===== config.mk =====
export PLATFORM = sky130hd
export DESIGN_NAME = first_substring_match_index
export DESIGN_NICKNAME = d
export VERILOG_FILES = /design/src/rtl/fsmi_pkg.sv /design/src/rtl/fsmi_front.sv /design/src/rtl/fsmi_fifo.sv /design/src/rtl/fsmi_back.sv /design/src/rtl/first_substring_match_index.sv
export SDC_FILE = /design/constraint.sdc
export NUM_CORES = 1
export LEC_CHECK = 0
export BUFFER_PORTS_ARGS = -buffer_cell sky130_fd_sc_hd__buf_2
export CORE_MARGIN = 4
export CORE_UTILIZATION = 35
export CTS_BUF_LIST = sky130_fd_sc_hd__clkbuf_2
export CTS_CLUSTER_SIZE = 30
export DETAILED_ROUTE_END_ITERATION = 10
export GPL_TIMING_DRIVEN = 0
export SYNTH_ARGS = -nofsm -noshare
export SYNTH_HDL_FRONTEND = slang
export SYNTH_SLANG_ARGS = --single-unit

===== constraint.sdc =====
create_clock -name clk -period 4.4 [get_ports clk]
set_clock_uncertainty 0.15 [all_clocks]
set_input_delay 0.22 -clock clk [delete_from_list [all_inputs] [get_ports clk]]
set_output_delay 0.22 -clock clk [all_outputs]
set_load 0.01 [all_outputs]

===== src/rtl/fsmi_pkg.sv =====
package fsmi_pkg;

    // Search limits
    localparam int MAX_PATTERN   = 16;
    localparam int POSITION_BITS = 16;
    localparam int WINDOW_DEPTH  = 16;
    localparam int LEN_CAP       = (MAX_PATTERN < WINDOW_DEPTH) ? MAX_PATTERN : WINDOW_DEPTH;
    localparam int LEN_BITS      = 5;
    localparam int WIN_IDX_BITS  = $clog2(WINDOW_DEPTH);
    localparam int INDEX_BITS    = 16;

    // Queue between front and back
    localparam int QUEUE_DEPTH   = 4;
    localparam int QPTR_BITS     = $clog2(QUEUE_DEPTH);

    // Configuration register indexes
    localparam int CFG_IDX_BITS = 2;
    localparam logic [CFG_IDX_BITS-1:0] REG_PATTERN_LOW  = 2'd0;
    localparam logic [CFG_IDX_BITS-1:0] REG_PATTERN_HIGH = 2'd1;
    localparam logic [CFG_IDX_BITS-1:0] REG_PATTERN_LEN  = 2'd2;

    // One classified text byte handed from front to back
    typedef struct packed {
        logic                     last;
        logic                     saturated;
        logic                     match;
        logic [POSITION_BITS-1:0] start;
    } item_t;

endpackage


===== src/rtl/fsmi_front.sv =====
module fsmi_front (
    input  logic                                 clk,
    input  logic                                 rst_n,
    // Configuration writes
    input  logic                                 cfg_valid,
    input  logic [fsmi_pkg::CFG_IDX_BITS-1:0]    cfg_index,
    input  logic [63:0]                          cfg_data,
    // Text bytes
    input  logic                                 in_valid,
    input  logic [7:0]                           in_byte,
    input  logic                                 in_last,
    output logic                                 in_ready,
    // Classified item to the queue
    output logic                                 push,
    output fsmi_pkg::item_t                      push_item,
    input  logic                                 queue_full
);

    logic [63:0]                           pat_low_reg;
    logic [63:0]                           pat_high_reg;
    logic [fsmi_pkg::LEN_BITS-1:0]         pat_len_reg;
    logic [7:0]                            win_reg [fsmi_pkg::WINDOW_DEPTH];
    logic [7:0]                            win_next [fsmi_pkg::WINDOW_DEPTH];
    logic [fsmi_pkg::POSITION_BITS:0]      pos_reg;
    logic [fsmi_pkg::POSITION_BITS:0]      pos_next;
    logic [7:0]                            pat_bytes [16];
    logic [fsmi_pkg::LEN_BITS-1:0]         len_use;
    logic [fsmi_pkg::LEN_BITS-1:0]         pidx;
    logic [fsmi_pkg::WINDOW_DEPTH-1:0]     eq;
    logic [fsmi_pkg::POSITION_BITS:0]      pos_plus;
    logic                                  saturated;
    logic                                  in_text;
    logic                                  accept;

    assign in_ready = !queue_full;
    assign accept   = in_valid && in_ready;
    assign push     = accept;

    // Write configuration registers; unknown indexes are dropped
    always_ff @(posedge clk or negedge rst_n)
    begin
        if (!rst_n)
        begin
            pat_low_reg  <= '0;
            pat_high_reg <= '0;
            pat_len_reg  <= '0;
        end
        else if (cfg_valid)
        begin
            case (cfg_index)
                fsmi_pkg::REG_PATTERN_LOW:  pat_low_reg  <= cfg_data;
                fsmi_pkg::REG_PATTERN_HIGH: pat_high_reg <= cfg_data;
                fsmi_pkg::REG_PATTERN_LEN:  pat_len_reg  <= cfg_data[fsmi_pkg::LEN_BITS-1:0];
                default:                    ;
            endcase
        end
    end

    // Unpack pattern bytes and clamp the length
    always_comb
    begin
        for (int k = 0; k < 8; k++)
        begin
            pat_bytes[k]     = pat_low_reg[8*k +: 8];
            pat_bytes[k + 8] = pat_high_reg[8*k +: 8];
        end
        len_use = (pat_len_reg > fsmi_pkg::LEN_BITS'(fsmi_pkg::LEN_CAP))
                  ? fsmi_pkg::LEN_BITS'(fsmi_pkg::LEN_CAP) : pat_len_reg;
    end

    // Shift the window, newest byte at position 0
    always_comb
    begin
        win_next[0] = in_byte;
        for (int j = 1; j < fsmi_pkg::WINDOW_DEPTH; j++)
        begin
            win_next[j] = win_reg[j-1];
        end
    end

    // Compare the window tail with the pattern, last pattern byte newest
    always_comb
    begin
        pidx = '0;
        for (int j = 0; j < fsmi_pkg::WINDOW_DEPTH; j++)
        begin
            pidx  = fsmi_pkg::LEN_BITS'(len_use - fsmi_pkg::LEN_BITS'(j) - 1'b1);
            eq[j] = (fsmi_pkg::LEN_BITS'(j) >= len_use) ||
                    (win_next[j] == pat_bytes[pidx[3:0]]);
        end
    end

    // Classify the byte
    assign saturated = pos_reg[fsmi_pkg::POSITION_BITS];
    assign pos_plus  = pos_reg + 1'b1;
    assign in_text   = (pos_plus >= (fsmi_pkg::POSITION_BITS+1)'(len_use));

    always_comb
    begin
        push_item.last      = in_last;
        push_item.saturated = saturated;
        push_item.match     = (len_use == '0) || (in_text && (&eq));
        push_item.start     = (len_use == '0) ? '0 :
                              fsmi_pkg::POSITION_BITS'(pos_plus -
                                  (fsmi_pkg::POSITION_BITS+1)'(len_use));
    end

    // Advance the saturating position, restart on the last byte
    always_comb
    begin
        pos_next = pos_reg;
        if (accept)
        begin
            if (in_last)
            begin
                pos_next = '0;
            end
            else if (!saturated)
            begin
                pos_next = pos_plus;
            end
        end
    end

    always_ff @(posedge clk or negedge rst_n)
    begin
        if (!rst_n)
        begin
            pos_reg <= '0;
        end
        else
        begin
            pos_reg <= pos_next;
        end
    end

    // Hold the window; clear it between texts
    always_ff @(posedge clk or negedge rst_n)
    begin
        if (!rst_n)
        begin
            for (int j = 0; j < fsmi_pkg::WINDOW_DEPTH; j++)
            begin
                win_reg[j] <= '0;
            end
        end
        else if (accept)
        begin
            for (int j = 0; j < fsmi_pkg::WINDOW_DEPTH; j++)
            begin
                win_reg[j] <= in_last ? 8'd0 : win_next[j];
            end
        end
    end

endmodule


===== src/rtl/fsmi_fifo.sv =====
module fsmi_fifo (
    input  logic             clk,
    input  logic             rst_n,
    input  logic             push,
    input  fsmi_pkg::item_t  push_item,
    output logic             full,
    input  logic             pop,
    output logic             head_valid,
    output fsmi_pkg::item_t  head_item
);

    fsmi_pkg::item_t                 mem_reg [fsmi_pkg::QUEUE_DEPTH];
    logic [fsmi_pkg::QPTR_BITS-1:0]  wr_ptr_reg;
    logic [fsmi_pkg::QPTR_BITS-1:0]  rd_ptr_reg;
    logic [fsmi_pkg::QPTR_BITS:0]    count_reg;
    logic [fsmi_pkg::QPTR_BITS:0]    count_next;

    assign full       = (count_reg == (fsmi_pkg::QPTR_BITS+1)'(fsmi_pkg::QUEUE_DEPTH));
    assign head_valid = (count_reg != '0);
    assign head_item  = mem_reg[rd_ptr_reg];

    // Store entries
    always_ff @(posedge clk)
    begin
        if (push)
        begin
            mem_reg[wr_ptr_reg] <= push_item;
        end
    end

    // Track occupancy
    always_comb
    begin
        count_next = count_reg;
        if (push && !pop)
        begin
            count_next = count_reg + 1'b1;
        end
        else if (pop && !push)
        begin
            count_next = count_reg - 1'b1;
        end
    end

    always_ff @(posedge clk or negedge rst_n)
    begin
        if (!rst_n)
        begin
            wr_ptr_reg <= '0;
            rd_ptr_reg <= '0;
            count_reg  <= '0;
        end
        else
        begin
            if (push)
            begin
                wr_ptr_reg <= wr_ptr_reg + 1'b1;
            end
            if (pop)
            begin
                rd_ptr_reg <= rd_ptr_reg + 1'b1;
            end
            count_reg <= count_next;
        end
    end

endmodule


===== src/rtl/fsmi_back.sv =====
module fsmi_back (
    input  logic                                clk,
    input  logic                                rst_n,
    // Classified items from the queue
    input  logic                                head_valid,
    input  fsmi_pkg::item_t                     head_item,
    output logic                                pop,
    // Results
    output logic                                out_valid,
    input  logic                                out_ready,
    output logic                                out_found,
    output logic [fsmi_pkg::INDEX_BITS-1:0]     out_index,
    output logic                                out_overflow
);

    logic                                 held_reg;
    logic                                 held_next;
    logic [fsmi_pkg::POSITION_BITS-1:0]   idx_reg;
    logic [fsmi_pkg::POSITION_BITS-1:0]   idx_next;
    logic                                 ovf_reg;
    logic                                 ovf_next;
    logic                                 held_upd;
    logic [fsmi_pkg::POSITION_BITS-1:0]   idx_upd;
    logic                                 ovf_upd;
    logic                                 out_valid_reg;
    logic                                 out_valid_next;
    logic                                 found_reg;
    logic [fsmi_pkg::INDEX_BITS-1:0]      index_reg;
    logic                                 overflow_reg;

    // Pop unless a last item meets a full output register
    assign pop = head_valid && (!head_item.last || !out_valid_reg || out_ready);

    // Apply one item to the held match
    always_comb
    begin
        held_upd = held_reg;
        idx_upd  = idx_reg;
        ovf_upd  = ovf_reg;
        if (!held_reg)
        begin
            if (head_item.saturated)
            begin
                ovf_upd = 1'b1;
            end
            else if (head_item.match)
            begin
                held_upd = 1'b1;
                idx_upd  = head_item.start;
            end
        end

        held_next = held_reg;
        idx_next  = idx_reg;
        ovf_next  = ovf_reg;
        if (pop)
        begin
            if (head_item.last)
            begin
                held_next = 1'b0;
                idx_next  = '0;
                ovf_next  = 1'b0;
            end
            else
            begin
                held_next = held_upd;
                idx_next  = idx_upd;
                ovf_next  = ovf_upd;
            end
        end

        out_valid_next = out_valid_reg && !out_ready;
        if (pop && head_item.last)
        begin
            out_valid_next = 1'b1;
        end
    end

    always_ff @(posedge clk or negedge rst_n)
    begin
        if (!rst_n)
        begin
            held_reg      <= 1'b0;
            idx_reg       <= '0;
            ovf_reg       <= 1'b0;
            out_valid_reg <= 1'b0;
        end
        else
        begin
            held_reg      <= held_next;
            idx_reg       <= idx_next;
            ovf_reg       <= ovf_next;
            out_valid_reg <= out_valid_next;
        end
    end

    // Load the result register on the last byte
    always_ff @(posedge clk)
    begin
        if (pop && head_item.last)
        begin
            found_reg    <= held_upd;
            index_reg    <= held_upd ? fsmi_pkg::INDEX_BITS'(idx_upd) : '0;
            overflow_reg <= ovf_upd;
        end
    end

    assign out_valid    = out_valid_reg;
    assign out_found    = found_reg;
    assign out_index    = index_reg;
    assign out_overflow = overflow_reg;

    // A result waiting on the output must not be overwritten
    a_no_overwrite: assert property (@(posedge clk) disable iff (!rst_n)
        (out_valid_reg && !out_ready && pop) |-> !head_item.last)
        else $error("last item popped over a pending result");

    // A text that saturated before matching can never report a match
    a_found_excludes_overflow: assert property (@(posedge clk) disable iff (!rst_n)
        out_valid_reg |-> !(found_reg && overflow_reg))
        else $error("result reports both found and overflow");

    // Held state never shows overflow together with a match
    a_held_excludes_ovf: assert property (@(posedge clk) disable iff (!rst_n)
        !(held_reg && ovf_reg))
        else $error("match held after overflow");

    // A nonzero index comes only with a match
    a_index_needs_found: assert property (@(posedge clk) disable iff (!rst_n)
        (out_valid_reg && (index_reg != '0)) |-> found_reg)
        else $error("index reported without a match");

endmodule


===== src/rtl/first_substring_match_index.sv =====
// Finds the first full occurrence of a pattern of up to 16 bytes in a byte stream. Text
// enters one byte per transaction on the s_ side, the final byte marked by s_tlast; the
// pattern and its length are set through the cfg port, by the user only while the block
// is idle; the block does not enforce it. It takes one byte every cycle while its queue
// has room: the window compare is a single parallel stage, and a four-entry queue lets
// byte intake continue while a result waits on the m_ side. One result per text is
// registered when its last byte leaves the queue. found reports a match lying wholly
// inside the text, match_index its start, and overflow that the text ran past 65536
// positions first; an empty pattern matches at index 0.
module first_substring_match_index (
    input  logic                                 clk,
    input  logic                                 rst_n,
    // Configuration
    input  logic                                 cfg_valid,
    output logic                                 cfg_ready,
    input  logic [fsmi_pkg::CFG_IDX_BITS-1:0]    cfg_index,
    input  logic [63:0]                          cfg_data,
    // Text input
    input  logic                                 s_tvalid,
    output logic                                 s_tready,
    input  logic [7:0]                           s_tdata,   // [7:0] text_byte
    input  logic                                 s_tlast,   // last_byte
    // Result output
    output logic                                 m_tvalid,
    input  logic                                 m_tready,
    output logic [23:0]                          m_tdata    // [0] found, [16:1] match_index,
                                                            // [17] overflow, [23:18] zero
);

    logic                               push;
    fsmi_pkg::item_t                    push_item;
    logic                               queue_full;
    logic                               pop;
    logic                               head_valid;
    fsmi_pkg::item_t                    head_item;
    logic                               out_found;
    logic [fsmi_pkg::INDEX_BITS-1:0]    out_index;
    logic                               out_overflow;

    assign cfg_ready = 1'b1;

    fsmi_front u_front (
        .clk        (clk),
        .rst_n      (rst_n),
        .cfg_valid  (cfg_valid),
        .cfg_index  (cfg_index),
        .cfg_data   (cfg_data),
        .in_valid   (s_tvalid),
        .in_byte    (s_tdata),
        .in_last    (s_tlast),
        .in_ready   (s_tready),
        .push       (push),
        .push_item  (push_item),
        .queue_full (queue_full)
    );

    fsmi_fifo u_fifo (
        .clk        (clk),
        .rst_n      (rst_n),
        .push       (push),
        .push_item  (push_item),
        .full       (queue_full),
        .pop        (pop),
        .head_valid (head_valid),
        .head_item  (head_item)
    );

    fsmi_back u_back (
        .clk          (clk),
        .rst_n        (rst_n),
        .head_valid   (head_valid),
        .head_item    (head_item),
        .pop          (pop),
        .out_valid    (m_tvalid),
        .out_ready    (m_tready),
        .out_found    (out_found),
        .out_index    (out_index),
        .out_overflow (out_overflow)
    );

    // Pack the result
    assign m_tdata = {6'd0, out_overflow, out_index, out_found};

endmodule


Word-level counts from Yosys, hierarchy flattened --
Memories as Yosys holds them, arrays and structs flattened. Cells that the tools add are included.
Storage, ports and cells: bits in registers 314, bits in latches 0, RAM bits 76, memory bits (read-only) 0, bits of input ports 80, output and inout port bits 27, logic and storage cells 261, memories kept 1
Memories:
- u_fifo.mem_reg | depth 4, bits a word 19, rd ports 1, clocked after memory_dff 0, write ports 1, RTL line fsmi_fifo.sv:12 | fsmi_pkg::item_t mem_reg [fsmi_pkg::QUEUE_DEPTH];
Cells by class: $add $sub $neg 36, multipliers 0, divide/modulo/power cells 0, $lt $le $gt $ge 34, equal/unequal tests 20, shift operators 0, mux-type cells 83, bitwise gates (word level) 16, reductions and logical operators 41
Operator list (number):
- $bmux W8 S4 | 16
- $mux W8 | 47
- $eq A8 B8 Y1 | 16
- $ge A5 B5 Y1 const B | 16
- $mux W16 | 5
- $not A4 Y5 | 16
- $sub A4 B1 Y4 const B | 16
- $ge A4 B5 Y1 const A | 8
- $mux W17 | 2
- $sub A4 B4 Y4 const B | 8
- $ge A3 B5 Y1 const A | 4
- $logic_or A1 B1 Y1 | 19
- $add A17 B1 Y17 const B | 1
- $ge A17 B5 Y1 | 1
- $reduce_and A16 Y1 | 1
- $sub A16 B5 Y16 | 1
- $sub A4 B3 Y4 const B | 4
- $ge A1 B5 Y1 const A | 2
- $ge A2 B5 Y1 const A | 2
- $mux W1 | 10
- $reduce_and A2 Y1 | 4
- $sub A4 B2 Y4 const B | 2
- $logic_and A1 B1 Y1 | 7
- $logic_not A1 Y1 | 6
- other kinds (14) | 16

Longest topological paths before layout --
word-level depth 13, mapped depth 21, gate-level depth less buffers 14

Hierarchy --
From an unflattened synthesis, not the netlist that was laid out.
Second synthesis, totals: cell total of the unflattened synthesis 2456, area total of the unflattened synthesis 25743.4 um2
Modules (own cells, without submodules):
- fsmi_front | instances 1, cells an instance 2183, area an instance 20896.3 um2, seq. area each 6756.5 um2
- fsmi_fifo | instances 1, cells an instance 133, area an instance 3138.0 um2, seq. area each 2457.4 um2
- fsmi_back | instances 1, cells an instance 129, area an instance 1634.1 um2, seq. area each 1016.0 um2
- first_substring_match_index | instances 1, cells an instance 11, area an instance 75.1 um2, seq. area each 0.0 um2

Worst setup path before layout --
OpenSTA, ideal clock, no wires.
path kind register to register, start point register u_front.pat_len_reg[2] (netlist bit), end point memory u_fifo.mem_reg[0][16] (netlist bit), data pin, setup time 146 ps, data arrival time 4467 ps, required time 4104 ps, setup slack -363 ps, cell stages (with the launch flop) 20, buffers on the path 6, period minus slack after synthesis 4763 ps, path through dfrtp_1 > buf_2 > buf_2 > clkbuf_1 > clkbuf_1 > nand2b_1 > ha_1 > clkbuf_1 > nand2_1 > a21oi_1 > a211o_1 > buf_2 > xnor2_2 > mux4_2 > xnor2_1 > nand4_1 > o21ai_1 > a21oi_1 > a2111oi_2 > a31o_1
RTL lines:
- from (decl) | RTL line fsmi_front.sv:21 | logic [fsmi_pkg::LEN_BITS-1:0] pat_len_reg;
- from (signal assigned) | RTL line fsmi_front.sv:53 | fsmi_pkg::REG_PATTERN_LEN: pat_len_reg <= cfg_data[fsmi_pkg::LEN_BITS-1:0];
- to (decl) | RTL line fsmi_fifo.sv:12

==> results.ini <==
[clock_tree]
numCtsBuffers=105
cts_tree=done
htree_levels=3
clockRootBuffer=clkbuf_2
cts.sinks=390
clock_latency_ns=1.24
cts_buffer_depth=3
cts.clk_slew.worst_paths_ns=0.11

[sta]
timing.hold.ws_ns=0.170
max_freq_mhz=209
report.final.slew_viol_count=0
post-route-period-util_pct=109
worstMarginPinSlew_ns=1.36
setup_viol=4
finalHoldViolations=0
fin_setup_tns_ns=-1.49
rsz0062_at_grt=yes
setup_slack_ns=-0.380
finalCriticalPeriod_ns=4.78
max_slew_margin_pct=8.47

[yosys]
yosysWarningCount=0
synth_top_area_share_pct=28.0
synthTopCellsByArea=dfrtp_1 (28%), edfxtp_1 (11%), mux4_2 (7.4%)
yosysMostFrequentCell=nand2_1
async_flop_share_pct=75.9
synth_commonest_cells=nand2_1 (365), dfrtp_1 (296), mux2_2 (170), mux2i_1 (150), nor2_1 (134)
ys_seq_area_share_pct=38.6
synth_area_leader_cell=dfrtp_1
avgSynthCellArea_um2=10.2
synth_edf_count=94
syn_area_um2=26500
ys_ff_latch=390
synth_cells=2609
ys_types=89
ys.flop_type=dfrtp_1

[die]
die_h_um=283
coreArea_um2=74700
rows=100
dieArea_um2=80200
die_w_um=283
ios=107
start_util_pct=35.5

[route]
vias_per_cell=6.09
dr.first_iter.drc_count=3133
drc=0
vias=25000
drt_pre_antenna_iters=11
finalWirelength_um=130000
drt.antenna.violating_nets=0
wl_per_cell_um=31.7

[setup_path]
path_class=reg -> reg
slowest_delay_ns=0.49
startpoint_type=flop
critical_path.top_delay_family=compound AO/OA/AOI/OAI gates
worst-path-max-fanout=10
crit_path_cell_trace=buf_8, buf_4, or3b_2, buf_2, buf_2, o22ai_1, a211oi_4, xor2_1, nor4_1, nand4_1, a221oi_4, o21ai_0, a21oi_1, a31o_4
worst-path-buf-inv=4
endpoint_kind=flop
startpoint=u_front.pat_len_reg[4]$_DFFE_PN0P_
critPathArrivalTime_ns=5.73
critPathSlowestCell=dfrtp_2
rr_startpoint=u_front.pat_len_reg[4]$_DFFE_PN0P_
cp.required_ns=5.35
cp_common_cell=buf_2

[placement]
place_ws_ns=-2.72
dp.final_hpwl_um=97300
portBuffers=99
gp_congestion=1.12

[global_routing]
grt_first_pass_wirelength_um=183000
grt_pass1_vias=24400
overflow=0
antenna_found_initial=3
grt_max_degree=119
track_usage_pct=31.5

[final_layout]
largest_reg_flops=120
fillers=7211
ff_latch_area_um2=10200
drive_gt1_share_pct=27.3
fin_nets=3156
multiInputGateArea_um2=16200
syn2layout_area_growth_pct=24.3

[hold_path]
hold_class=in -> reg
min_from=s_tvalid

[status]
outcome=finished with violations
violations=setup timing

[power]
ir_drop_mv=0.244
p_leak_nw=13.9
power_density_nw_per_um2=593

[job]
cap_viol_max_count=0

[cells in the final DEF (no fill, tap or decap), types with 18 or more instances in the layout]
cell type      Yosys  layout
clkbuf_2           1     163
clkbuf_1         126      92
dfrtp_1          296     294
mux2_2           170     170
and3b_1           26      26
a22o_1            27      27
nand2_1          365     362
nand3b_1         125     125
a211oi_1          49      34
o21ai_0           81      71
nand4_1           18      18
xnor2_1          124     118
mux4_2            87      87
mux2i_1          150     125
nor3_1            29      25
buf_4             22      80
nor3b_1           21      19
clkinv_1           1      20
edfxtp_1          94      94
o22ai_1           80      74
dlygate4sd3_1      0     172
buf_2             48     132
a21oi_1           87      81
inv_1             21      19
nor2_1           134     130
xor2_1            82      82
nand3_1           31      31
[per-layer routing]
metal  routed length [µm]  GRT usage, %  up-vias
li1                     -             -    10600
met1                48800          38.7    12200
met2                55100          47.6     1656
met3                14700          9.95      501
met4                11300          20.5        2
met5                  135          1.13        -
[worst reg2reg max path, cell delays in order (launching register included)]
cell      delay (ns)
dfrtp_2         0.49
buf_8           0.16
buf_4           0.11
or3b_2          0.42
buf_2           0.49
buf_2           0.43
o22ai_1         0.20
a211oi_4        0.48
xor2_1          0.12
nor4_1          0.37
nand4_1         0.24
a221oi_4        0.45
o21ai_0         0.14
a21oi_1         0.20
a31o_4          0.23
[where the power goes]
part	internal (W)	switching [W]	total, W
Combinational	0.00444	0.00700	0.0114
Clock	0.000961	0.00165	0.00261
Sequential	0.00459	0.000887	0.00548
[final cells by class]
type	count	area share, %
inverters	25	0.357
repair buffers	341	8.73
plain buffers	209	4.22
multi-input cells	1983	49.0
flip-flops and latches	390	31.1
diodes	2	0.0152
clock inverters	37	0.657
well taps	969	3.68
clock buffers	149	2.26
[metrics by stage]
step / power, W / instances / utilization (%) / instance area (µm²)
after detailed placement: 0.0150 / 3687 / 38.0 / 28300
after global routing: 0.0202 / 4105 / 44.1 / 32900
final: 0.0195 / 4105 / 44.1 / 32900
after CTS: 0.0189 / 4094 / 43.7 / 32600
after floorplan: 0.0112 / 2614 / - / 26600
after global placement: 0.0150 / 3682 / 37.8 / 28300
[cell families after synthesis]
group           share of synthesized area [%]
compound gates                           13.0
xor+xnor                                 6.99
fa+ha+maj                                1.02
buf+inv                                  4.20
flops                                    38.6
mux                                      20.3
other cells                            0.0283
simple gates                             15.8
[timing repair]
item,4_1_cts,5_1_grt
pin swaps,22,22
hold buffers,173,0
setup endpoints to repair,28,24
buffers inserted,53,11
hold endpoints to repair,677,0
resized for setup,254,67
[path summary, 6_finish.rpt]
kind	endpoint	slack [ns]	depth (start not counted)
min reg2reg	u_fifo.count_reg[2]$_DFFE_PN0P_	0.35	1
min	u_front.pos_reg[16]$_DFFE_PN0P_	0.17	5
max in group asynchronous	u_front.pat_low_reg[15]$_DFFE_PN0P_	2.51	6
max reg2reg	u_fifo.mem_reg[0][16]$_DFFE_PP_	-0.38	14
max	u_fifo.mem_reg[0][16]$_DFFE_PP_	-0.38	14
min in group asynchronous	u_back.idx_reg[7]$_DFFE_PN0P_	0.46	5
Power figures use the tool's default switching activity.
